### config.mk
export PLATFORM = sky130hd
export DESIGN_NAME = sdfa_queue
export DESIGN_NICKNAME = d
export VERILOG_FILES = /design/src/design/sdfa_pkg.sv /design/src/design/sdfa_queue.sv
export SDC_FILE = /design/constraint.sdc
export NUM_CORES = 1
export LEC_CHECK = 0
export BUFFER_PORTS_ARGS = -buffer_cell sky130_fd_sc_hd__buf_2
export CAP_MARGIN = 20
export CORE_MARGIN = 1
export CORE_UTILIZATION = 45
export DETAILED_ROUTE_END_ITERATION = 6
export PLACE_DENSITY = 0.72
export SLEW_MARGIN = 20
export SYNTH_ARGS = -nofsm -noshare
export SYNTH_HDL_FRONTEND = slang
export SYNTH_SLANG_ARGS = --single-unit
### constraint.sdc
create_clock -name clock -period 4 [get_ports clock]
set_clock_uncertainty 0.05 [all_clocks]
set_input_delay 0.8 -clock clock [delete_from_list [all_inputs] [get_ports clock]]
set_output_delay 0.8 -clock clock [all_outputs]
set_load 0.1 [all_outputs]
### src/design/sdfa_pkg.sv
// ----------------------------------------------------------------------------
// sdfa_pkg
// shared types and codes of the stress divergence face accumulator
// ----------------------------------------------------------------------------
package sdfa_pkg;

   localparam int ID_W        = 6;
   localparam int IN_W        = 32;
   localparam int VAL_W       = 34;
   localparam int QUEUE_DEPTH = 4;
   localparam int QPTR_W      = 2;
   localparam int QCNT_W      = 3;

   localparam logic [1:0] REQ_FACE       = 2'd0;
   localparam logic [1:0] REQ_RD_COLLOID = 2'd1;
   localparam logic [1:0] REQ_RD_WALL    = 2'd2;

   localparam logic [1:0] NB_FLUID   = 2'd0;
   localparam logic [1:0] NB_WALL    = 2'd1;
   localparam logic [1:0] NB_COLLOID = 2'd2;

   localparam logic [2:0] DIR_MAX = 3'd5;

   localparam logic [1:0] KIND_CELL    = 2'd0;
   localparam logic [1:0] KIND_COLLOID = 2'd1;
   localparam logic [1:0] KIND_WALL    = 2'd2;

   typedef enum logic [2:0] {
      OP_NONE,
      OP_CELL,
      OP_WALL,
      OP_COLLOID,
      OP_RD_COLLOID,
      OP_RD_WALL,
      OP_RD_ZERO
   } op_type;

   typedef logic signed [VAL_W-1:0] val_type;

   typedef struct packed {
      op_type          op;
      logic            last;
      logic [ID_W-1:0] id;
      val_type         v0;
      val_type         v1;
      val_type         v2;
   } item_type;

endpackage

### src/design/sdfa_queue.sv
// ----------------------------------------------------------------------------
// sdfa_queue
// short queue of classified items between the front and the back
// ----------------------------------------------------------------------------
module sdfa_queue (
   input  logic               clock,
   input  logic               reset,
   input  logic               wr_en,
   input  sdfa_pkg::item_type wr_item,
   output logic               full,
   output logic               rd_valid,
   output sdfa_pkg::item_type rd_item,
   input  logic               rd_en
);

   sdfa_pkg::item_type                slot_ff [sdfa_pkg::QUEUE_DEPTH];
   logic [sdfa_pkg::QPTR_W-1:0]       wr_ptr_ff, wr_ptr_in;
   logic [sdfa_pkg::QPTR_W-1:0]       rd_ptr_ff, rd_ptr_in;
   logic [sdfa_pkg::QCNT_W-1:0]       cnt_ff, cnt_in;

   assign full     = cnt_ff == sdfa_pkg::QCNT_W'(sdfa_pkg::QUEUE_DEPTH);
   assign rd_valid = cnt_ff != '0;
   assign rd_item  = slot_ff[rd_ptr_ff];

   always_comb begin
      wr_ptr_in = wr_en ? wr_ptr_ff + 1'b1 : wr_ptr_ff;
      rd_ptr_in = rd_en ? rd_ptr_ff + 1'b1 : rd_ptr_ff;
      cnt_in    = cnt_ff;
      if (wr_en && !rd_en) begin
         cnt_in = cnt_ff + 1'b1;
      end else if (!wr_en && rd_en) begin
         cnt_in = cnt_ff - 1'b1;
      end
   end

   always_ff @(posedge clock) begin
      if (reset) begin
         wr_ptr_ff <= '0;
         rd_ptr_ff <= '0;
         cnt_ff    <= '0;
      end else begin
         wr_ptr_ff <= wr_ptr_in;
         rd_ptr_ff <= rd_ptr_in;
         cnt_ff    <= cnt_in;
      end
   end

   always_ff @(posedge clock) begin
      if (wr_en) begin
         slot_ff[wr_ptr_ff] <= wr_item;
      end
   end

endmodule

-- Word level (Yosys, flattened, before mapping)
Memory sizes are Yosys's and may differ from the RTL's. A register that Yosys moved wholly into a read port is not among the register bits.
Cells that the tools add are included.
- register bits: 7
- bits in writable memories: 448
- bits of input ports: 116
- output and inout port bits: 114
- logic and storage cells: 21
- memories kept: 1
- memories (memory ; words ; bits a word ; read ports ; clocked after memory_dff ; wr ports ; line ; RTL):
    slot_ff ; 4 ; 112 ; 1 ; 1 ; 1 ; sdfa_queue.sv:16 ; sdfa_pkg::item_type slot_ff [sdfa_pkg::QUEUE_DEPTH];
- add/sub/neg operators: 4
- eq/ne operators: 1
- mux-type cells: 6
- reduce and logical (&&, ||, !) cells: 6
- operators by type and width (kind ; number):
    $mux W3 ; 2
    $add A2 B1 Y2 const B ; 2
    $mux W2 ; 2
    $add A3 B1 Y3 const B ; 1
    $eq A3 B3 Y1 const B ; 1
    $reduce_bool A3 Y1 ; 1
    $sub A3 B1 Y3 const B ; 1
    $logic_and A1 B1 Y1 ; 2
    $logic_not A1 Y1 ; 2
    $mux W1 ; 2
    $reduce_bool A2 Y1 ; 1

-- Depth between registers and ports, before layout
Gate-level depths: netlist of the first run.
- depth in word-level cells: 4
- depth in mapped cells: 7
- depth with buffers taken out: 7

-- Least setup slack after synthesis of the first run
OpenSTA, ideal clock, no wires.
- kind: input-to-reg
- start point: input wr_en
- end point: memory slot_ff[0][0] (netlist name) (enable)
- setup time: 0.484 ns
- arrival time: 3.376 ns
- data required time: 3.466 ns
- setup slack: 0.090 ns
- cell stages on the path: 1
- buffers on the path: 0
- cells stage by stage: and2_1
- cells in the longest elaborated chain, start to end: 2
- ends and longest elaborated chain (element ; line ; RTL):
    start, declared ; sdfa_queue.sv:8 ; input logic wr_en,
    $mux W1 ; sdfa_queue.sv:49 ; if (wr_en) begin
    $mux W1 (not written as such) ; sdfa_queue.sv:50 ; slot_ff[wr_ptr_ff] <= wr_item;
    end, declared ; sdfa_queue.sv:16 ;
Every way passes these cells.

==> results.json, run 1 <==
{
  "outcome": "finished, final reports clean",
  "synth_area_um2": 16700,
  "grt_first_pass_wirelength_um": 46000,
  "cp.required_ps": 3150,
  "intPower_mw": 8.14,
  "finalSetupTns_ps": 0,
  "cts_root_buf": "clkbuf_16",
  "drt_iter0_drc": 359,
  "post-route-min-period_ps": 3380,
  "port_buffers": 229,
  "timing.final.crit_share": 0.845,
  "core_area_um2": 36500,
  "hold_class": "input port to flop",
  "area.growth.synth_to_final_pct": 17.9,
  "route.detailed.drc": 0,
  "hold_violations": 0,
  "rsz0062_at_grt": "false",
  "r2r_cells": 4,
  "start_util": 0.457,
  "r2r-start": "wr_ptr_ff[0]",
  "power_frac_clock": 0.330,
  "n_antenna_cell": 0,
  "rows": 70,
  "ant_nets": 0,
  "dieArea_um2": 37800,
  "hp-start": "wr_item[15]",
  "maxCapViolCount": 0,
  "p_sw_mw": 3.48,
  "ir_drop_mv": 0.392,
  "yosysTopAreaCell": "edfxtp_1",
  "clk_pin_slew_ps": 60,
  "viasPerCell": 5.30,
  "nFillCells": 2770,
  "crit_type": "flop to output port",
  "netlist_top_cells_area": "edfxtp_1 (81%), mux4_2 (15%), buf_12 (1.1%)",
  "worstReg2RegEnd": "slot_ff[2][93]",
  "maxSlewHeadroom": 0.565,
  "ys_types": 22,
  "cts.sinks": 457,
  "yosys.area.top_type_share": 0.807,
  "dp_hpwl_um": 18100,
  "cp-end-kind": "output port",
  "avgSynthCellArea_um2": 26.5,
  "num_vias": 7350,
  "p_total_mw": 11.6,
  "cts_max_path_buffers": 3,
  "fin_nets": 1014,
  "reg2reg_slack_ps": 1990,
  "fmax_mhz": 296,
  "die_w_um": 195,
  "multi_input_area_um2": 2760,
  "cp.arrival_ps": 2530,
  "seqPwrFrac": 0.479,
  "cts_buffers": 45,
  "grt_max_degree": 69,
  "place.gp.congestion": 0.722,
  "comb_power_share": 0.190,
  "ctsResizeCount": 0,
  "wl_per_cell_um": 21.8,
  "cts_tree": "built",
  "antenna_found_initial": 2,
  "drv_slew": 0,
  "p_leak_nw": 6.57,
  "ys_ff_latch": 457,
  "grt_pass1_vias": 8049,
  "overflow": 0,
  "worst_pin_slew_ps": 652,
  "syn-instance-count": 629,
  "worstSkewPairLatency_ps": 560,
  "drive_gt1_frac": 0.452,
  "synth_warnings": 0,
  "hold_end": "slot_ff[0][15]",
  "drt_wl_total_um": 30300,
  "syn_nets": 751,
  "postCtsHoldBufs": 0,
  "p_sw_frac": 0.299,
  "drt_pass1_iterations": 4,
  "cts_max_level": 2,
  "ff_latch_area_um2": 13600,
  "die_h_um": 195,
  "ys_seq_area_frac": 0.818,
  "hold_path_depth": 1,
  "holdWs_ps": 398,
  "crit_path_start_kind": "flop",
  "io_pins": 230,
  "grt_use_total": 0.163,
  "finalSetupViolations": 0,
  "cts_setup_buffers": 0,
  "cp_max_fo": 54,
  "powerDensity_nw_per_um2": 591
}
==> stage by stage <==
| step | setup WS (ps) | std cells | utilization | area [um2] |
|---|---|---|---|---|
| after global routing | 481 | 1388 | 0.538 | 19700 |
| after global placement | 1160 | 1313 | 0.502 | 18300 |
| after detailed placement | 1170 | 1313 | 0.502 | 18300 |
| final | 622 | 1388 | 0.538 | 19700 |
| after CTS | 564 | 1388 | 0.538 | 19700 |
| after floorplan | 90.2 | 629 | - | 16700 |
==> cells by family (layout without fill, tap and decap cells) <==
group | after synthesis | in the layout | share of synthesized area
buffers and inverters | 30 | 321 | 0.0173
adders and majority gates | 6 | 6 | 0.00495
muxes | 114 | 114 | 0.152
DFF | 457 | 457 | 0.818
xor gates and xnor gates | 5 | 5 | 0.00263
AOI/OAI and AO/OA | 2 | 2 | 0.000600
and+or+nand+nor | 15 | 15 | 0.00450
==> worst max-delay path: stages, from the launching register on <==
cell and delay, ps:
dfxtp_4 560, buf_12 390, mux4_2 580, buf_2 310
==> power groups by stage <==
stage | clock network [mW] | logic [mW] | registers, mW
floorplan | 0 | 1.88 | 5.66
global placement | 0 | 2.22 | 5.66
detailed placement | 0 | 2.24 | 5.67
CTS | 3.94 | 2.24 | 5.57
global route | 4.11 | 2.29 | 5.58
finish | 3.84 | 2.21 | 5.57
==> cell usage after synthesis <==
master	count
fa_1	1
buf_12	9
buf_2	9
o21ai_0	1
buf_1	3
a21oi_1	1
buf_4	3
nand2_1	1
inv_1	4
xnor2_1	2
xor2_1	3
edfxtp_1	448
mux4_2	112
and2_1	4
clkbuf_1	1
nor3b_1	1
nor2_1	7
mux2i_1	2
dfxtp_1	9
buf_6	1
ha_1	5
or3_1	2
==> metal layers <==
| layer | vias to the layer above | share of wire | GRT usage |
|---|---|---|---|
| met5 | - | 0.00086 | 0 |
| met4 | 4 | 0.022 | 0.0567 |
| met3 | 54 | 0.075 | 0.0526 |
| met2 | 223 | 0.50 | 0.273 |
| met1 | 3833 | 0.40 | 0.199 |
| li1 | 3236 | - | - |
==> worst max-delay path by stage <==
stage               slack [ps]  startpoint  cells after the start             to
floorplan                   90       wr_en                      1  slot_ff[0][0]
global placement          1160        flop                      3    rd_item[51]
detailed placement        1170        flop                      3    rd_item[56]
CTS                        560        flop                      3    rd_item[56]
global route               480        flop                      3    rd_item[56]
finish                     620        flop                      3    rd_item[33]
==> layout make-up <==
type                            instances  share of cell area
Sequential cell                       457               0.694
Timing Repair Buffer                  242              0.0677
Inverter                                4            0.000764
Tap cell                              468              0.0298
Multi-Input combinational cell        142               0.141
Clock buffer                           54              0.0590
Clock inverter                         21             0.00802
==> sequential cells by signal, indices dropped and copies added (netlist names), named ones only <==
signal     flops
slot_ff      448
wr_ptr_ff      2
rd_ptr_ff      2
cnt_ff         3
==> placed cells by master, fill, tap and decap left out, types with 2 or more instances in the layout <==
cell type	instances
xor2_1	3
dfxtp_4	2
xnor2_1	2
ha_1	5
buf_2	229
clkbuf_16	45
dfxtp_1	7
inv_6	3
clkinv_2	5
inv_1	4
nor2_1	7
or3_1	2
clkbuf_1	9
buf_4	6
clkinv_1	10
bufinv_16	2
edfxtp_1	448
mux2i_1	2
mux4_2	112
buf_12	7
and2_4	4
Power figures use the tool's default switching activity.
==> run 2: changes to the inputs <==
--- a/config.mk
+++ b/config.mk
@@ -10,7 +10,7 @@
 export CORE_MARGIN = 1
 export CORE_UTILIZATION = 45
 export DETAILED_ROUTE_END_ITERATION = 6
-export PLACE_DENSITY = 0.72
+export PLACE_DENSITY = 0.7
 export SLEW_MARGIN = 20
 export SYNTH_ARGS = -nofsm -noshare
 export SYNTH_HDL_FRONTEND = slang
==> constraint.sdc (replaced) <==
create_clock -name clock -period 3.2 [get_ports clock]
set_clock_uncertainty 0.05 [all_clocks]
set_input_delay 0.64 -clock clock [delete_from_list [all_inputs] [get_ports clock]]
set_output_delay 0.64 -clock clock [all_outputs]
set_load 0.1 [all_outputs]
==> run 2 against run 1 <==
Effect of this change: worst hold slack got worse by 170 ps; first-iteration DRC count did not move; via count rose by 0.88%; worst setup slack got worse by 390 ps; clock power rose by 35%; critical path type unchanged; highest routed layer unchanged.
==> results.json, run 2 (same netlist as run 1, synthesis figures left out) <==
{
  "wl_met2_um": 14700,
  "rows": 70,
  "setup_ws_ps": 229,
  "regMostFlops": "slot_ff",
  "wl_per_cell_um": 22.0,
  "maxSlewHeadroom": 0.628,
  "cp_top_family": "flip-flops",
  "slowest_delay_ps": 600,
  "core_area_um2": 36500,
  "grt_pass1_vias": 7983,
  "mostFrequentLayoutCells": "edfxtp_1 (448), buf_2 (229), mux4_2 (112), clkbuf_16 (47), clkbuf_1 (16)",
  "post-route-min-period_ps": 2970,
  "cts_setup_buffers": 0,
  "fin_nets": 1022,
  "cp.required_ps": 2510,
  "io_pins": 230,
  "crit_path_start_kind": "flop",
  "power_frac_clock": 0.347,
  "ctsResizeCount": 0,
  "highest_layer": "met5",
  "reg2reg_slack_ps": 1450,
  "ir_drop_mv": 0.664,
  "finalSetupTns_ps": 0,
  "crit_type": "flop to output port",
  "fin_cells": 1404,
  "start_util": 0.457,
  "cts_max_level": 2,
  "dp_hpwl_um": 18800,
  "overflow": 0,
  "drt_pass1_iterations": 5,
  "cts_root_buf": "clkbuf_16",
  "dieArea_um2": 37800,
  "cts_max_path_buffers": 3,
  "grt_first_pass_wirelength_um": 46900,
  "cp_cell_sequence": "buf_12, mux4_2, buf_2",
  "drt_iter0_drc": 359,
  "antenna_found_initial": 5,
  "layout_commonest_cell": "edfxtp_1",
  "p_leak_nw": 6.69,
  "place.gp.congestion": 0.719,
  "wl_met3_um": 2230,
  "finalInstanceArea_um2": 20000,
  "die_h_um": 195,
  "cp_num_buf_inv": 2,
  "powerDensity_nw_per_um2": 750,
  "rsz0062_at_grt": "false",
  "grt_max_degree": 59,
  "drt_wl_total_um": 30900,
  "p_sw_frac": 0.294,
  "ant_nets": 0,
  "worstSkewPairLatency_ps": 560,
  "p_sw_mw": 4.40,
  "fin_util": 0.547,
  "route.detailed.drc": 0,
  "cts.sinks": 457,
  "hold_violations": 0,
  "crit_path_top_delay_cell": "dfxtp_4",
  "intPower_mw": 10.6,
  "holdWs_ps": 232,
  "die_w_um": 195,
  "area.growth.synth_to_final_pct": 19.7,
  "met1_length_um": 13200,
  "p_total_mw": 15.0,
  "viasPerCell": 5.28,
  "dpl_cell_area_um2": 18500,
  "finalSetupViolations": 0,
  "reg_top3": "slot_ff (448), cnt_ff (3)",
  "seqPwrFrac": 0.465,
  "largest_reg_flops": 448,
  "grt_use_total": 0.167,
  "port_buffers": 229,
  "worst_pin_slew_ps": 558,
  "cp-end-kind": "output port",
  "nFillCells": 2763,
  "drv_slew": 0,
  "outcome": "finished, final reports clean",
  "cts_tree": "built",
  "cp.arrival_ps": 2280,
  "place_inst": 1321,
  "drive_gt1_frac": 0.458,
  "postCtsHoldBufs": 0,
  "num_vias": 7415,
  "timing.final.crit_share": 0.929,
  "maxCapViolCount": 0,
  "clk_pin_slew_ps": 60,
  "cts_buffers": 45,
  "hold_class": "input port to flop",
  "cp_max_fo": 18,
  "fmax_mhz": 337,
  "comb_power_share": 0.188,
  "dp_slack_ps": 764
}
==> run 2: metal layers <==
| layer | vias up | global-route usage |
|---|---|---|
| li1 | 3254 | - |
| met1 | 3879 | 0.220 |
| met2 | 224 | 0.264 |
| met3 | 52 | 0.0501 |
| met4 | 6 | 0.0644 |
| met5 | - | 0 |
==> run 2: worst paths after layout <==
kind	from	endpoint	depth (start not counted)
max reg2reg	wr_ptr_ff[0]	slot_ff[1][68]	3
min	wr_item[79]	slot_ff[2][79]	1
max	flop	rd_item[2]	3
min reg2reg	cnt_ff[2]	cnt_ff[2]	2
==> run 2: cell type report <==
class	count	area (um2)	share of cell area
diodes	2	5.00	0.000251
clock buffers	63	1240	0.0619
clock inverters	18	219	0.0110
inverters	4	15.0	0.000752
multi-input cells	142	2770	0.139
flip-flops and latches	457	13600	0.683
well taps	468	586	0.0293
repair buffers	250	1490	0.0747
==> run 2: power groups by stage <==
stage | clock [mW] | combinational [mW] | sequential, mW
6_report | 5.20 | 2.81 | 6.96
5_1_grt | 5.53 | 2.91 | 6.99
4_1_cts | 5.33 | 2.85 | 6.97
3_5_place_dp | 0 | 2.84 | 7.09
3_3_place_gp | 0 | 2.83 | 7.07
2_1_floorplan | 0 | 2.36 | 7.06
