[src/design/sdfa_pkg.sv]
// ----------------------------------------------------------------------------
// sdfa_pkg
// shared types and codes of the stress divergence face accumulator
// ----------------------------------------------------------------------------
package sdfa_pkg;

   localparam int ID_W        = 6;
   localparam int IN_W        = 32;
   localparam int VAL_W       = 34;
   localparam int QUEUE_DEPTH = 4;
   localparam int QPTR_W      = 2;
   localparam int QCNT_W      = 3;

   localparam logic [1:0] REQ_FACE       = 2'd0;
   localparam logic [1:0] REQ_RD_COLLOID = 2'd1;
   localparam logic [1:0] REQ_RD_WALL    = 2'd2;

   localparam logic [1:0] NB_FLUID   = 2'd0;
   localparam logic [1:0] NB_WALL    = 2'd1;
   localparam logic [1:0] NB_COLLOID = 2'd2;

   localparam logic [2:0] DIR_MAX = 3'd5;

   localparam logic [1:0] KIND_CELL    = 2'd0;
   localparam logic [1:0] KIND_COLLOID = 2'd1;
   localparam logic [1:0] KIND_WALL    = 2'd2;

   typedef enum logic [2:0] {
      OP_NONE,
      OP_CELL,
      OP_WALL,
      OP_COLLOID,
      OP_RD_COLLOID,
      OP_RD_WALL,
      OP_RD_ZERO
   } op_type;

   typedef logic signed [VAL_W-1:0] val_type;

   typedef struct packed {
      op_type          op;
      logic            last;
      logic [ID_W-1:0] id;
      val_type         v0;
      val_type         v1;
      val_type         v2;
   } item_type;

endpackage

[src/design/sdfa_front.sv]
// ----------------------------------------------------------------------------
// sdfa_front
// accepts request beats, classifies them and forms the signed face values
// ----------------------------------------------------------------------------
module sdfa_front #(
   parameter int MAX_COLLOIDS = 64
) (
   input  logic                               req_valid,
   output logic                               req_ready,
   input  logic [1:0]                         req_type,
   input  logic [2:0]                         req_face_dir,
   input  logic [1:0]                         req_neighbour_kind,
   input  logic [sdfa_pkg::ID_W-1:0]          req_colloid_id,
   input  logic signed [sdfa_pkg::IN_W-1:0]   req_centre_c0,
   input  logic signed [sdfa_pkg::IN_W-1:0]   req_centre_c1,
   input  logic signed [sdfa_pkg::IN_W-1:0]   req_centre_c2,
   input  logic signed [sdfa_pkg::IN_W-1:0]   req_neigh_c0,
   input  logic signed [sdfa_pkg::IN_W-1:0]   req_neigh_c1,
   input  logic signed [sdfa_pkg::IN_W-1:0]   req_neigh_c2,
   input  logic                               req_last_face,
   input  logic                               q_full,
   output logic                               q_push,
   output sdfa_pkg::item_type                 q_item
);

   logic signed [sdfa_pkg::IN_W-1:0]  cen [3];
   logic signed [sdfa_pkg::IN_W-1:0]  nei [3];
   logic signed [sdfa_pkg::IN_W:0]    sum [3];
   logic signed [sdfa_pkg::VAL_W-1:0] val [3];
   logic signed [sdfa_pkg::VAL_W-1:0] tc  [3];
   logic                              id_ok;
   logic                              face_ok;
   logic                              keep;

   assign cen[0] = req_centre_c0;
   assign cen[1] = req_centre_c1;
   assign cen[2] = req_centre_c2;
   assign nei[0] = req_neigh_c0;
   assign nei[1] = req_neigh_c1;
   assign nei[2] = req_neigh_c2;

   assign id_ok   = int'(req_colloid_id) < MAX_COLLOIDS;
   assign face_ok = (req_face_dir <= sdfa_pkg::DIR_MAX) &&
                    (req_neighbour_kind == sdfa_pkg::NB_FLUID ||
                     req_neighbour_kind == sdfa_pkg::NB_WALL ||
                     req_neighbour_kind == sdfa_pkg::NB_COLLOID);

   // midpoint floors for fluid neighbours, else the centre value; plus faces subtract from the cell
   always_comb begin
      for (int i = 0; i < 3; i++) begin
         sum[i] = (sdfa_pkg::IN_W+1)'(cen[i]) + (sdfa_pkg::IN_W+1)'(nei[i]);
         if (req_neighbour_kind == sdfa_pkg::NB_FLUID) begin
            val[i] = sdfa_pkg::VAL_W'($signed(sum[i][sdfa_pkg::IN_W:1]));
         end else begin
            val[i] = sdfa_pkg::VAL_W'(cen[i]);
         end
         tc[i] = req_face_dir[0] ? val[i] : -val[i];
      end
   end

   always_comb begin
      keep        = 1'b1;
      q_item.op   = sdfa_pkg::OP_NONE;
      q_item.last = 1'b0;
      q_item.id   = req_colloid_id;
      q_item.v0   = tc[0];
      q_item.v1   = tc[1];
      q_item.v2   = tc[2];
      case (req_type)
         sdfa_pkg::REQ_FACE: begin
            q_item.last = req_last_face;
            if (face_ok) begin
               case (req_neighbour_kind)
                  sdfa_pkg::NB_WALL:    q_item.op = sdfa_pkg::OP_WALL;
                  sdfa_pkg::NB_COLLOID: q_item.op = id_ok ? sdfa_pkg::OP_COLLOID
                                                          : sdfa_pkg::OP_CELL;
                  default:              q_item.op = sdfa_pkg::OP_CELL;
               endcase
            end
         end
         sdfa_pkg::REQ_RD_COLLOID: begin
            q_item.op = id_ok ? sdfa_pkg::OP_RD_COLLOID : sdfa_pkg::OP_RD_ZERO;
         end
         sdfa_pkg::REQ_RD_WALL: begin
            q_item.op = sdfa_pkg::OP_RD_WALL;
         end
         default: begin
            keep = 1'b0;
         end
      endcase
   end

   assign req_ready = !q_full;
   assign q_push    = req_valid && req_ready && keep;

endmodule

[config.mk]
export PLATFORM = sky130hd
export DESIGN_NAME = sdfa_front
export DESIGN_NICKNAME = d
export VERILOG_FILES = /design/src/design/sdfa_pkg.sv /design/src/design/sdfa_front.sv
export SDC_FILE = /design/constraint.sdc
export NUM_CORES = 1
export LEC_CHECK = 0
export BUFFER_PORTS_ARGS = -buffer_cell sky130_fd_sc_hd__buf_4
export CORE_AREA = 2 2 171 173
export DETAILED_ROUTE_END_ITERATION = 6
export DIE_AREA = 0 0 173 175
export GPL_TIMING_DRIVEN = 0
export PLACE_DENSITY_LB_ADDON = 0.15
export SYNTH_ARGS = -nofsm -noshare
export SYNTH_HDL_FRONTEND = slang
export SYNTH_SLANG_ARGS = --single-unit
[constraint.sdc]
create_clock -name vclk -period 8.21
set_input_delay 0.4105 -clock vclk [all_inputs]
set_output_delay 0.4105 -clock vclk [all_outputs]
set_load 0.1 [all_outputs]
### After elaboration in Yosys (flattened, before gate mapping)

Cells that the tools add are included.
Widths: inputs -> output; s select.

| operators by class | value |
|---|---|
| add/sub/neg operators | 6 |
| $lt $le $gt $ge | 1 |
| equality and inequality tests | 4 |
| multiplexer cells | 11 |
| reductions and logical operators | 9 |

Operator list:

| kind | number |
|---|---|
| $mux 34 | 6 |
| $neg 34->34 | 3 |
| $add 32x32->33 | 3 |
| $pmux 3 s3 | 1 |
| $eq 2x1->1 const B | 2 |
| $eq 2x2->1 const B | 2 |
| $logic_not 2->1 | 2 |
| $pmux 2 s2 | 1 |
| $le 3x3->1 const B | 1 |
| $logic_and 1x1->1 | 3 |
| $mux 3 | 1 |
| $reduce_or 3->1 | 1 |
| $logic_or 1x1->1 | 2 |
| $mux 1 | 2 |
| $logic_not 1->1 | 1 |

| storage, ports and cells | value |
|---|---|
| flip-flop bits (word level) | 0 |
| bits of input ports | 208 |
| output and inout port bits | 114 |
| word-level logic and storage cells | 31 |

### Logic depth before layout (Yosys ltp)

Gate-level depths: netlist (run 1).

| logic depth | value |
|---|---|
| word-level depth | 6 |
| mapped depth | 15 |
| mapped depth without buffers | 12 |

### Worst setup path before layout (run 1)

OpenSTA, ideal clock, no wires.

| timing | value |
|---|---|
| kind | input port to output port |
| from | input req_neighbour_kind[0] |
| to | output q_item[32] (netlist bit) |
| arrival time | 5,791 ps |
| required time | 7,799 ps |
| slack | 2,008 ps |
| stages | 14 |
| path buffers | 3 |
| cells stage by stage | inv_1 > ha_1 > buf_2 > buf_1 > clkbuf_1 > a21oi_1 > inv_1 > ha_1 > nand2_1 > nor4_1 > nand3_1 > nor4_1 > and3_1 > o21ai_0 |

RTL lines:

| what | line | source |
|---|---|---|
| from (decl) | sdfa_front.sv:12 | `input logic [1:0] req_neighbour_kind,` |
| to (decl) | sdfa_front.sv:23 | `output sdfa_pkg::item_type q_item` |

==> impl_metrics.sql, run 1 <==
INSERT INTO impl_metrics (metric_group, metric, value, unit) VALUES
('run_status', 'result_of_the_run', 'complete, no violations', ''),
('layout', 'layout.cell_area.non_filler', '12700', 'um^2'),
('global_routing', 'global_route_wire_length_before_repair', '71.4', 'mm'),
('global_routing', 'grt_start_max_net_pins', '11', ''),
('job', 'timing.max_cap.violations', '0', ''),
('global_routing', 'first_global_vias', '13000', ''),
('synth', 'yosysWarningCount', '0', ''),
('timing', 'tns', '0', 'ps'),
('hold_path', 'timing.hold.worst_path_depth', '2', ''),
('critical_path', 'crit_required', '7800', 'ps'),
('layout', 'seq_cells', '0', ''),
('die', 'die_w', '173', 'um'),
('pwr', 'power.density_cell_area', '132', 'nW/um^2'),
('layout', 'final_core_utilization', '0.447', ''),
('layout', 'most-common-layout-cells', 'sky130_fd_sc_hd__buf_4, sky130_fd_sc_hd__a21oi_1, sky130_fd_sc_hd__nand2_1', ''),
('timing', 'worst_max_slew_pin_slew', '1130', 'ps'),
('die', 'std_cell_rows', '62', ''),
('pwr', 'vdd_ir_drop_max', '0.000103', 'V'),
('drt', 'drc', '0', ''),
('critical_path', 'worstSetupStartpointType', 'input port', ''),
('critical_path', 'setup.worst_path.end_class', 'output pin', ''),
('die', 'die_height', '175', 'um'),
('layout', 'multi_input_comb_area', '9310', 'um^2'),
('global_routing', 'globalRouteOverflowTotal', '0', ''),
('synth', 'synth_area_per_cell', '6.54', 'um^2'),
('layout', 'layout_commonest_cell', 'sky130_fd_sc_hd__buf_4', ''),
('die', 'start_util', '0.346', ''),
('critical_path', 'critical_path.startpoint', 'req_neighbour_kind[0]', ''),
('timing', 'fin_crit', '6430', 'ps'),
('hold_path', 'hold_path_class', 'in2out', ''),
('layout', 'layout.filler_cells', '3056', ''),
('placed_design', 'dp_hpwl', '39.6', 'mm'),
('global_routing', 'grt_util_all_layers', '0.296', ''),
('timing', 'max_slew_margin', '0.249', ''),
('layout', 'layout.clock_buffers', '0', ''),
('pwr', 'leakage', '5.44', 'nW'),
('drt', 'drt_first_iter_violations', '1100', ''),
('drt', 'drt-pass1-iter-count', '5', ''),
('timing', 'setup_viol', '0', ''),
('synth', 'syn-instance-count', '1503', ''),
('critical_path', 'worstPathArrival', '6020', 'ps'),
('critical_path', 'cp_max_fo', '10', ''),
('synth', 'syn-num-nets', '1816', ''),
('placed_design', 'placement.io_buffers', '315', ''),
('timing', 'grt_setup_unrepaired', 'no', ''),
('timing', 'hold_viol_final', '0', ''),
('drt', 'via_per_inst', '6.05', ''),
('synth', 'syn_area', '9830', 'um^2'),
('clocking', 'cts_repair_resize_count', '0', ''),
('drt', 'route.vias.total', '13300', ''),
('synth', 'synth-seq-area-share', '0', ''),
('placed_design', 'place_area', '12700', 'um^2'),
('synth', 'post_synth_num_cell_types', '92', ''),
('layout', 'syn2layout_area_growth', '29.0', '%'),
('timing', 'post-route-period-util', '0.783', ''),
('die', 'ios', '322', ''),
('die', 'core_region_area', '28400', 'um^2'),
('timing', 'drv_slew', '0', ''),
('drt', 'ant_nets', '0', ''),
('die', 'die_area', '30300', 'um^2'),
('layout', 'finish.net_count', '2133', ''),
('drt', 'detail_route.wirelength', '47.5', 'mm'),
('layout', 'drive_gt1_frac', '0.217', ''),
('clocking', 'cts.hold.buffers_added', '0', ''),
('timing', 'max_clock_freq', '0.156', 'GHz'),
('hold_path', 'worstHoldStart', 'req_colloid_id[2]', ''),
('placed_design', 'routability_driven_placement_congestion_ratio', '0.964', ''),
('critical_path', 'setup.worst_path.class', 'in2out', ''),
('global_routing', 'grt_antenna_before_repair', '2', ''),
('clocking', 'cts_post_setup_buffers_inserted', '0', ''),
('layout', 'ff_latch_area', '0', 'um^2'),
('drt', 'detail_route.wl_per_cell', '21.6', 'um');
-- metrics by stage --
step                      total power [mW]  setup WS (ps)  cells  hold slack (ps)
after floorplan                       1.22           2010   1503             1030
after global placement                1.64           1960   2202             1150
after detailed placement              1.65           1960   2202             1150
after CTS                             1.65           1940   2202             1150
after global routing                  1.76           1720   2203             1150
final                                 1.67           1780   2203             1150
-- layer usage --
layer  GRT usage  share of wire  vias up
met5           0              0        -
met4       0.107          0.039        0
met3      0.0740           0.10      109
met2       0.511           0.46      681
met1       0.356           0.40     6199
li1            -              -     6340
-- cell usage after synthesis (5+ instances only) --
library cell	number	area share
sky130_fd_sc_hd__a2111oi_0	9	0.0080
sky130_fd_sc_hd__a211o_1	9	0.0080
sky130_fd_sc_hd__a211oi_1	23	0.018
sky130_fd_sc_hd__a21o_1	27	0.021
sky130_fd_sc_hd__a21oi_1	159	0.081
sky130_fd_sc_hd__a221o_1	5	0.0051
sky130_fd_sc_hd__a221oi_1	5	0.0045
sky130_fd_sc_hd__a311oi_1	6	0.0053
sky130_fd_sc_hd__a31o_2	8	0.0071
sky130_fd_sc_hd__a31oi_1	37	0.024
sky130_fd_sc_hd__a41oi_1	14	0.012
sky130_fd_sc_hd__and2_1	15	0.0095
sky130_fd_sc_hd__and3_1	26	0.017
sky130_fd_sc_hd__and4_1	5	0.0045
sky130_fd_sc_hd__buf_1	11	0.0042
sky130_fd_sc_hd__buf_2	17	0.0087
sky130_fd_sc_hd__buf_4	9	0.0069
sky130_fd_sc_hd__clkbuf_1	44	0.017
sky130_fd_sc_hd__ha_1	102	0.13
sky130_fd_sc_hd__inv_1	40	0.015
sky130_fd_sc_hd__mux2_2	8	0.0092
sky130_fd_sc_hd__mux2i_1	25	0.025
sky130_fd_sc_hd__nand2_1	158	0.060
sky130_fd_sc_hd__nand2b_1	17	0.011
sky130_fd_sc_hd__nand3_1	24	0.012
sky130_fd_sc_hd__nand4_1	42	0.027
sky130_fd_sc_hd__nor2_1	141	0.054
sky130_fd_sc_hd__nor2b_1	21	0.013
sky130_fd_sc_hd__nor3_1	34	0.017
sky130_fd_sc_hd__nor3b_1	9	0.0069
sky130_fd_sc_hd__nor4_1	20	0.013
sky130_fd_sc_hd__o211ai_1	15	0.011
sky130_fd_sc_hd__o21a_1	22	0.017
sky130_fd_sc_hd__o21ai_0	100	0.051
sky130_fd_sc_hd__o21ai_1	5	0.0025
sky130_fd_sc_hd__o21bai_1	8	0.0061
sky130_fd_sc_hd__o311a_1	5	0.0051
sky130_fd_sc_hd__o31a_1	11	0.0098
sky130_fd_sc_hd__o31ai_1	19	0.015
sky130_fd_sc_hd__or2_2	8	0.0051
sky130_fd_sc_hd__or3_1	27	0.017
sky130_fd_sc_hd__or4_1	9	0.0069
sky130_fd_sc_hd__xnor2_1	78	0.070
sky130_fd_sc_hd__xor2_1	46	0.041
-- worst paths after layout --
| kind | to | slack, ps |
|---|---|---|
| worst max-delay path | q_item[25] | 1780 |
| worst min-delay path | q_item[104] | 1150 |
-- worst max-delay path: stages --
cell,delay (ps)
sky130_fd_sc_hd__buf_4,100
sky130_fd_sc_hd__inv_1,40
sky130_fd_sc_hd__ha_1,220
sky130_fd_sc_hd__inv_1,200
sky130_fd_sc_hd__buf_2,310
sky130_fd_sc_hd__buf_2,410
sky130_fd_sc_hd__buf_2,470
sky130_fd_sc_hd__clkbuf_1,720
sky130_fd_sc_hd__clkbuf_1,680
sky130_fd_sc_hd__buf_1,490
sky130_fd_sc_hd__buf_1,720
sky130_fd_sc_hd__a21oi_1,300
sky130_fd_sc_hd__a31oi_1,450
sky130_fd_sc_hd__xnor2_1,170
sky130_fd_sc_hd__buf_4,310
-- area by class of cell --
type               instances  share of cell area
multi-input cells       1381               0.734
repair buffers           315               0.187
inverters                 40              0.0118
plain buffers             82              0.0292
well taps                384              0.0379
diodes                     1            0.000197
-- where the power goes --
part	switching [mW]	total, mW	internal, mW	leakage [nW]
registers	0	0	0	0
logic	1.22	1.67	0.446	5.44
clock network	0	0.0000000163	0.0000000163	0.00000634
total	1.22	1.67	0.446	5.44
-- cell families (layout without fill, tap and decap cells) --
| kind of cell | Yosys count | in the layout | synth area share |
|---|---|---|---|
| XOR/XNOR | 124 | 124 | 0.110 |
| AND/OR/NAND/NOR | 581 | 581 | 0.303 |
| adder cells (fa/ha/maj) | 105 | 105 | 0.136 |
| multiplexers | 33 | 33 | 0.0346 |
| AO/OA/AOI/OAI | 538 | 538 | 0.363 |
| buffers and inverters | 122 | 437 | 0.0530 |
| other | 0 | 1 | 0 |
(Power assumes the default switching activity.)
==> run 2, diff against run 1 <==
Clock period 8.21 ns to 5.2 ns, I/O delays scaled along.
==> impl_metrics.sql, run 2 (synthesized netlist as in run 1, its figures left out) <==
INSERT INTO impl_metrics (metric_group, metric, value, unit) VALUES
('drt', 'drt-pass1-iter-count', '5', ''),
('layout', 'ff_latch_area', '0', 'um^2'),
('global_routing', 'grt_start_max_net_pins', '11', ''),
('timing', 'setup_ws', '129', 'ps'),
('pwr', 'power.density_cell_area', '207', 'nW/um^2'),
('die', 'die_area', '30300', 'um^2'),
('die', 'die_height', '175', 'um'),
('critical_path', 'worstPathArrival', '4810', 'ps'),
('critical_path', 'crit_required', '4940', 'ps'),
('timing', 'hold_viol_final', '0', ''),
('global_routing', 'grt_most_used_layer', 'met2', ''),
('placed_design', 'dp_slack', '-832', 'ps'),
('critical_path', 'cp_max_fo', '10', ''),
('layout', 'seq_cells', '0', ''),
('critical_path', 'setup.worst_path.class', 'in2out', ''),
('pwr', 'vdd_ir_drop_max', '0.000196', 'V'),
('global_routing', 'grt_antenna_before_repair', '1', ''),
('pwr', 'leakage', '5.49', 'nW'),
('placed_design', 'placement.io_buffers', '315', ''),
('die', 'start_util', '0.346', ''),
('die', 'ios', '322', ''),
('critical_path', 'critical-path-slowest-cell', 'sky130_fd_sc_hd__clkdlybuf4s15_2', ''),
('hold_path', 'worstHoldStart', 'req_colloid_id[0]', ''),
('layout', 'final_core_utilization', '0.450', ''),
('clocking', 'cts_post_setup_buffers_inserted', '0', ''),
('critical_path', 'setup.worst_path.end_class', 'output pin', ''),
('timing', 'max_clock_freq', '0.197', 'GHz'),
('run_status', 'result_of_the_run', 'complete, no violations', ''),
('drt', 'detail_route.wl_per_cell', '21.4', 'um'),
('layout', 'most-common-layout-cells', 'sky130_fd_sc_hd__buf_4, sky130_fd_sc_hd__nand2_1, sky130_fd_sc_hd__a21oi_1', ''),
('global_routing', 'grt_util_all_layers', '0.293', ''),
('drt', 'detail_route.wirelength', '47.1', 'mm'),
('timing', 'setup_viol', '0', ''),
('critical_path', 'critPathTopFamily', 'buffers and inverters', ''),
('timing', 'drv_slew', '0', ''),
('drt', 'ant_nets', '0', ''),
('placed_design', 'routability_driven_placement_congestion_ratio', '0.967', ''),
('die', 'die_w', '173', 'um'),
('timing', 'worst_max_slew_pin_slew', '978', 'ps'),
('critical_path', 'critical_path.startpoint', 'req_neighbour_kind[0]', ''),
('die', 'std_cell_rows', '62', ''),
('critical_path', 'cp_num_buf_inv', '11', ''),
('die', 'core_region_area', '28400', 'um^2'),
('critical_path', 'timing.critical_path.slowest_cell_delay', '530', 'ps'),
('layout', 'syn2layout_area_growth', '30.0', '%'),
('global_routing', 'globalRouteMet2Util', '0.510', ''),
('timing', 'fin_crit', '5070', 'ps'),
('critical_path', 'worstSetupStartpointType', 'input port', ''),
('global_routing', 'global_route_wire_length_before_repair', '70.8', 'mm'),
('layout', 'drive_gt1_frac', '0.230', ''),
('timing', 'grt_setup_unrepaired', 'no', ''),
('layout', 'layout_commonest_cell', 'sky130_fd_sc_hd__buf_4', ''),
('critical_path', 'path_cells', 'buf_4 > inv_1 > ha_1 > inv_1 > buf_2 > buf_2 > buf_2 > clkbuf_2 > clkbuf_2 > clkbuf_2 > clkdlybuf4s15_2 > a21oi_1 > a31oi_1 > xor2_1 > buf_4', ''),
('drt', 'drc', '0', ''),
('drt', 'route.vias.total', '13300', ''),
('global_routing', 'globalRouteOverflowTotal', '0', ''),
('hold_path', 'hold_path_class', 'in2out', ''),
('timing', 'post-route-period-util', '0.975', ''),
('global_routing', 'groute.layer.met3.usage', '0.0535', ''),
('global_routing', 'globalRouteMet1Util', '0.373', ''),
('timing', 'max_slew_margin', '0.348', ''),
('job', 'timing.max_cap.violations', '0', ''),
('placed_design', 'dp_hpwl', '39.4', 'mm'),
('layout', 'finish.net_count', '2133', ''),
('global_routing', 'first_global_vias', '12700', ''),
('drt', 'drt_first_iter_violations', '1075', ''),
('layout', 'layout.clock_buffers', '0', ''),
('drt', 'via_per_inst', '6.03', '');
==> run 2: cell types whose count changed in the layout (fill, tap and decap cells not counted), sizes merged <==
cell           before  now
buf               353  346
clkdlybuf4s15       0    4
diode               1    2
clkbuf             44   47
==> run 2: where the power goes <==
part	internal (mW)	switching (mW)	leakage [nW]
combinational	0.710	1.93	5.49
clock	0.0000000515	0	0.0000127
sequential	0	0	0
==> run 2: through the flow <==
stage               instances  instance area (um^2)  hold slack [ps]  setup TNS [ps]  power [mW]
detailed placement       2202                 12700              847          -21580        2.60
global route             2203                 12800              849               0        2.78
CTS                      2202                 12700              847               0        2.61
finish                   2204                 12800              847               0        2.64
floorplan                1503                  9840              732               0        1.92
global placement         2202                 12700              846          -19860        2.60
==> run 2: cell type report <==
| type | instances | area, um^2 |
|---|---|---|
| fillers | 3088 | 15600 |
| repair buffers | 315 | 2360 |
| diodes | 2 | 5.00 |
| multi-input cells | 1381 | 9360 |
| well taps | 384 | 480 |
| inverters | 40 | 150 |
| plain buffers | 82 | 417 |
==> run 2: final timing paths <==
| check | to | slack, ps | cells past startpoint |
|---|---|---|---|
| setup / recovery | q_item[93] | 130 | 15 |
| hold / removal | q_item[102] | 850 | 2 |
==> run 2: per-layer routing <==
metal,wire length [um],up-vias
li1,-,6340
met1,19600,6242
met2,21800,621
met3,4470,79
met4,1300,0
met5,0,-
==> run 2: timing repair <==
action / 4_1_cts / 5_1_grt
setup endpoints to repair: 51 / 23
hold buffers: 0 / 0
cloned: 0 / 0
resized for setup: 16 / 13
==> run 3, diff against run 2 <==
==> constraint.sdc (replaced) <==
create_clock -name vclk -period 4.99
set_input_delay 0.2495 -clock vclk [all_inputs]
set_output_delay 0.2495 -clock vclk [all_outputs]
set_load 0.005 [all_outputs]
==> impl_metrics.sql, run 3 (synthesized netlist as in run 1, its figures left out) <==
INSERT INTO impl_metrics (metric_group, metric, value, unit) VALUES
('hold_path', 'hold_path_class', 'in2out', ''),
('drt', 'drc', '0', ''),
('timing', 'max_slew_margin', '0.363', ''),
('critical_path', 'critPathTopFamily', 'buffers and inverters', ''),
('global_routing', 'globalRouteMet1Util', '0.350', ''),
('drt', 'drt-pass1-iter-count', '5', ''),
('timing', 'grt_setup_unrepaired', 'yes', ''),
('die', 'std_cell_rows', '62', ''),
('layout', 'final_core_utilization', '0.449', ''),
('placed_design', 'placement.io_buffers', '315', ''),
('layout', 'layout.filler_cells', '3052', ''),
('placed_design', 'dp_hpwl', '39.6', 'mm'),
('critical_path', 'setup.worst_path.class', 'in2out', ''),
('critical_path', 'cp_num_buf_inv', '11', ''),
('global_routing', 'grt_start_max_net_pins', '20', ''),
('timing', 'max_clock_freq', '0.205', 'GHz'),
('layout', 'syn2layout_area_growth', '29.7', '%'),
('critical_path', 'cp_max_fo', '10', ''),
('layout', 'drive_gt1_frac', '0.229', ''),
('drt', 'via_per_inst', '6.02', ''),
('critical_path', 'timing.critical_path.slowest_cell_delay', '480', 'ps'),
('global_routing', 'globalRouteMet2Util', '0.510', ''),
('critical_path', 'cp_num_cells', '16', ''),
('clocking', 'cts_repair_resize_count', '14', ''),
('global_routing', 'grt_most_used_layer', 'met2', ''),
('die', 'die_w', '173', 'um'),
('global_routing', 'globalRouteOverflowTotal', '0', ''),
('timing', 'drv_slew', '0', ''),
('critical_path', 'crit_path_frequent_cell', 'sky130_fd_sc_hd__buf_2', ''),
('drt', 'detail_route.wirelength', '47.2', 'mm'),
('placed_design', 'place_area', '12700', 'um^2'),
('drt', 'ant_nets', '0', ''),
('critical_path', 'critical_path.startpoint', 'req_neighbour_kind[0]', ''),
('pwr', 'report.power.total', '1.72', 'mW'),
('drt', 'drt_first_iter_violations', '1124', ''),
('pwr', 'power.density_cell_area', '135', 'nW/um^2'),
('critical_path', 'path_cells', 'buf_4 > inv_1 > ha_1 > inv_1 > buf_2 > buf_2 > buf_2 > clkbuf_2 > clkbuf_2 > clkbuf_2 > buf_2 > nor2_1 > nor2_1 > a31oi_1 > xnor2_1 > buf_4', ''),
('timing', 'hold_ws', '665', 'ps'),
('layout', 'most-common-layout-cells', 'sky130_fd_sc_hd__buf_4, sky130_fd_sc_hd__a21oi_1, sky130_fd_sc_hd__nand2_1', ''),
('layout', 'seq_cells', '0', ''),
('placed_design', 'routability_driven_placement_congestion_ratio', '0.964', ''),
('layout', 'layout_commonest_cell', 'sky130_fd_sc_hd__buf_4', ''),
('layout', 'layout.cell_area.non_filler', '12800', 'um^2'),
('global_routing', 'groute.layer.met3.usage', '0.0762', ''),
('job', 'timing.max_cap.violations', '0', ''),
('pwr', 'vdd_ir_drop_max', '0.0000597', 'V'),
('die', 'start_util', '0.346', ''),
('clocking', 'cts_post_setup_buffers_inserted', '0', ''),
('drt', 'route.vias.total', '13200', ''),
('timing', 'post-route-period-util', '0.976', ''),
('global_routing', 'global_route_wire_length_before_repair', '71.1', 'mm'),
('die', 'core_region_area', '28400', 'um^2'),
('global_routing', 'first_global_vias', '13000', ''),
('layout', 'multi_input_comb_area', '9360', 'um^2'),
('die', 'die_area', '30300', 'um^2'),
('critical_path', 'setup.worst_path.end_class', 'output pin', ''),
('layout', 'finish.net_count', '2131', ''),
('die', 'ios', '322', ''),
('layout', 'layout.clock_buffers', '0', ''),
('timing', 'setup_viol', '0', ''),
('global_routing', 'grt_antenna_before_repair', '1', ''),
('layout', 'ff_latch_area', '0', 'um^2'),
('critical_path', 'crit_required', '4740', 'ps'),
('timing', 'tns', '0', 'ps'),
('critical_path', 'worstPathArrival', '4620', 'ps'),
('die', 'die_height', '175', 'um'),
('run_status', 'result_of_the_run', 'complete, no violations', ''),
('timing', 'worst_max_slew_pin_slew', '956', 'ps'),
('global_routing', 'grt_util_all_layers', '0.295', ''),
('critical_path', 'endpoint', 'q_item[80]', ''),
('timing', 'hold_viol_final', '0', ''),
('timing', 'fin_crit', '4870', 'ps'),
('hold_path', 'worstHoldStart', 'req_colloid_id[1]', ''),
('pwr', 'leakage', '5.49', 'nW'),
('critical_path', 'worstSetupStartpointType', 'input port', ''),
('drt', 'detail_route.wl_per_cell', '21.4', 'um'),
('clocking', 'cts.hold.buffers_added', '0', ''),
('critical_path', 'critical-path-slowest-cell', 'sky130_fd_sc_hd__buf_2', '');
-- run 3: cell types whose count changed in the layout (fill, tap and decap cells not counted), sizes merged --
cell and delta:
clkdlybuf4s15 -2, buf +1, clkbuf -1, diode -1
-- run 3: per-stage QoR --
step	setup WS [ps]	std cells
2_1_floorplan	1390	1503
3_3_place_gp	-750	2202
3_5_place_dp	-758	2202
4_1_cts	12.1	2201
5_1_grt	-3.21	2201
6_report	118	2201
-- run 3: how the worst min path moves through the flow --
stage | cells past startpoint | slack [ps] | endpoint
2_1_floorplan | 1 | 530 | req_ready
3_3_place_gp | 2 | 660 | q_item[105]
3_5_place_dp | 2 | 670 | q_item[102]
4_1_cts | 2 | 670 | q_item[104]
5_1_grt | 2 | 670 | q_item[102]
6_report | 2 | 670 | q_item[103]
-- run 3: routing by layer --
| layer | routed length, um | vias up | share of wire |
|---|---|---|---|
| met2 | 21600 | 643 | 0.46 |
| met3 | 4610 | 114 | 0.098 |
| met4 | 2010 | 0 | 0.043 |
| li1 | - | 6338 | - |
| met5 | 0 | - | 0 |
| met1 | 18900 | 6151 | 0.40 |
-- run 3: power breakdown --
group          leakage [nW]  internal (mW)  switching [mW]
Clock            0.00000634   0.0000000268               0
Sequential                0              0               0
Combinational          5.49          0.726           0.997
Total                  5.49          0.726           0.997
-- run 3: final cells by class --
cell class         instances  area share
inverters                 40      0.0118
well taps                384      0.0377
multi-input cells       1381       0.734
plain buffers             80      0.0310
diodes                     1    0.000196
repair buffers           315       0.185
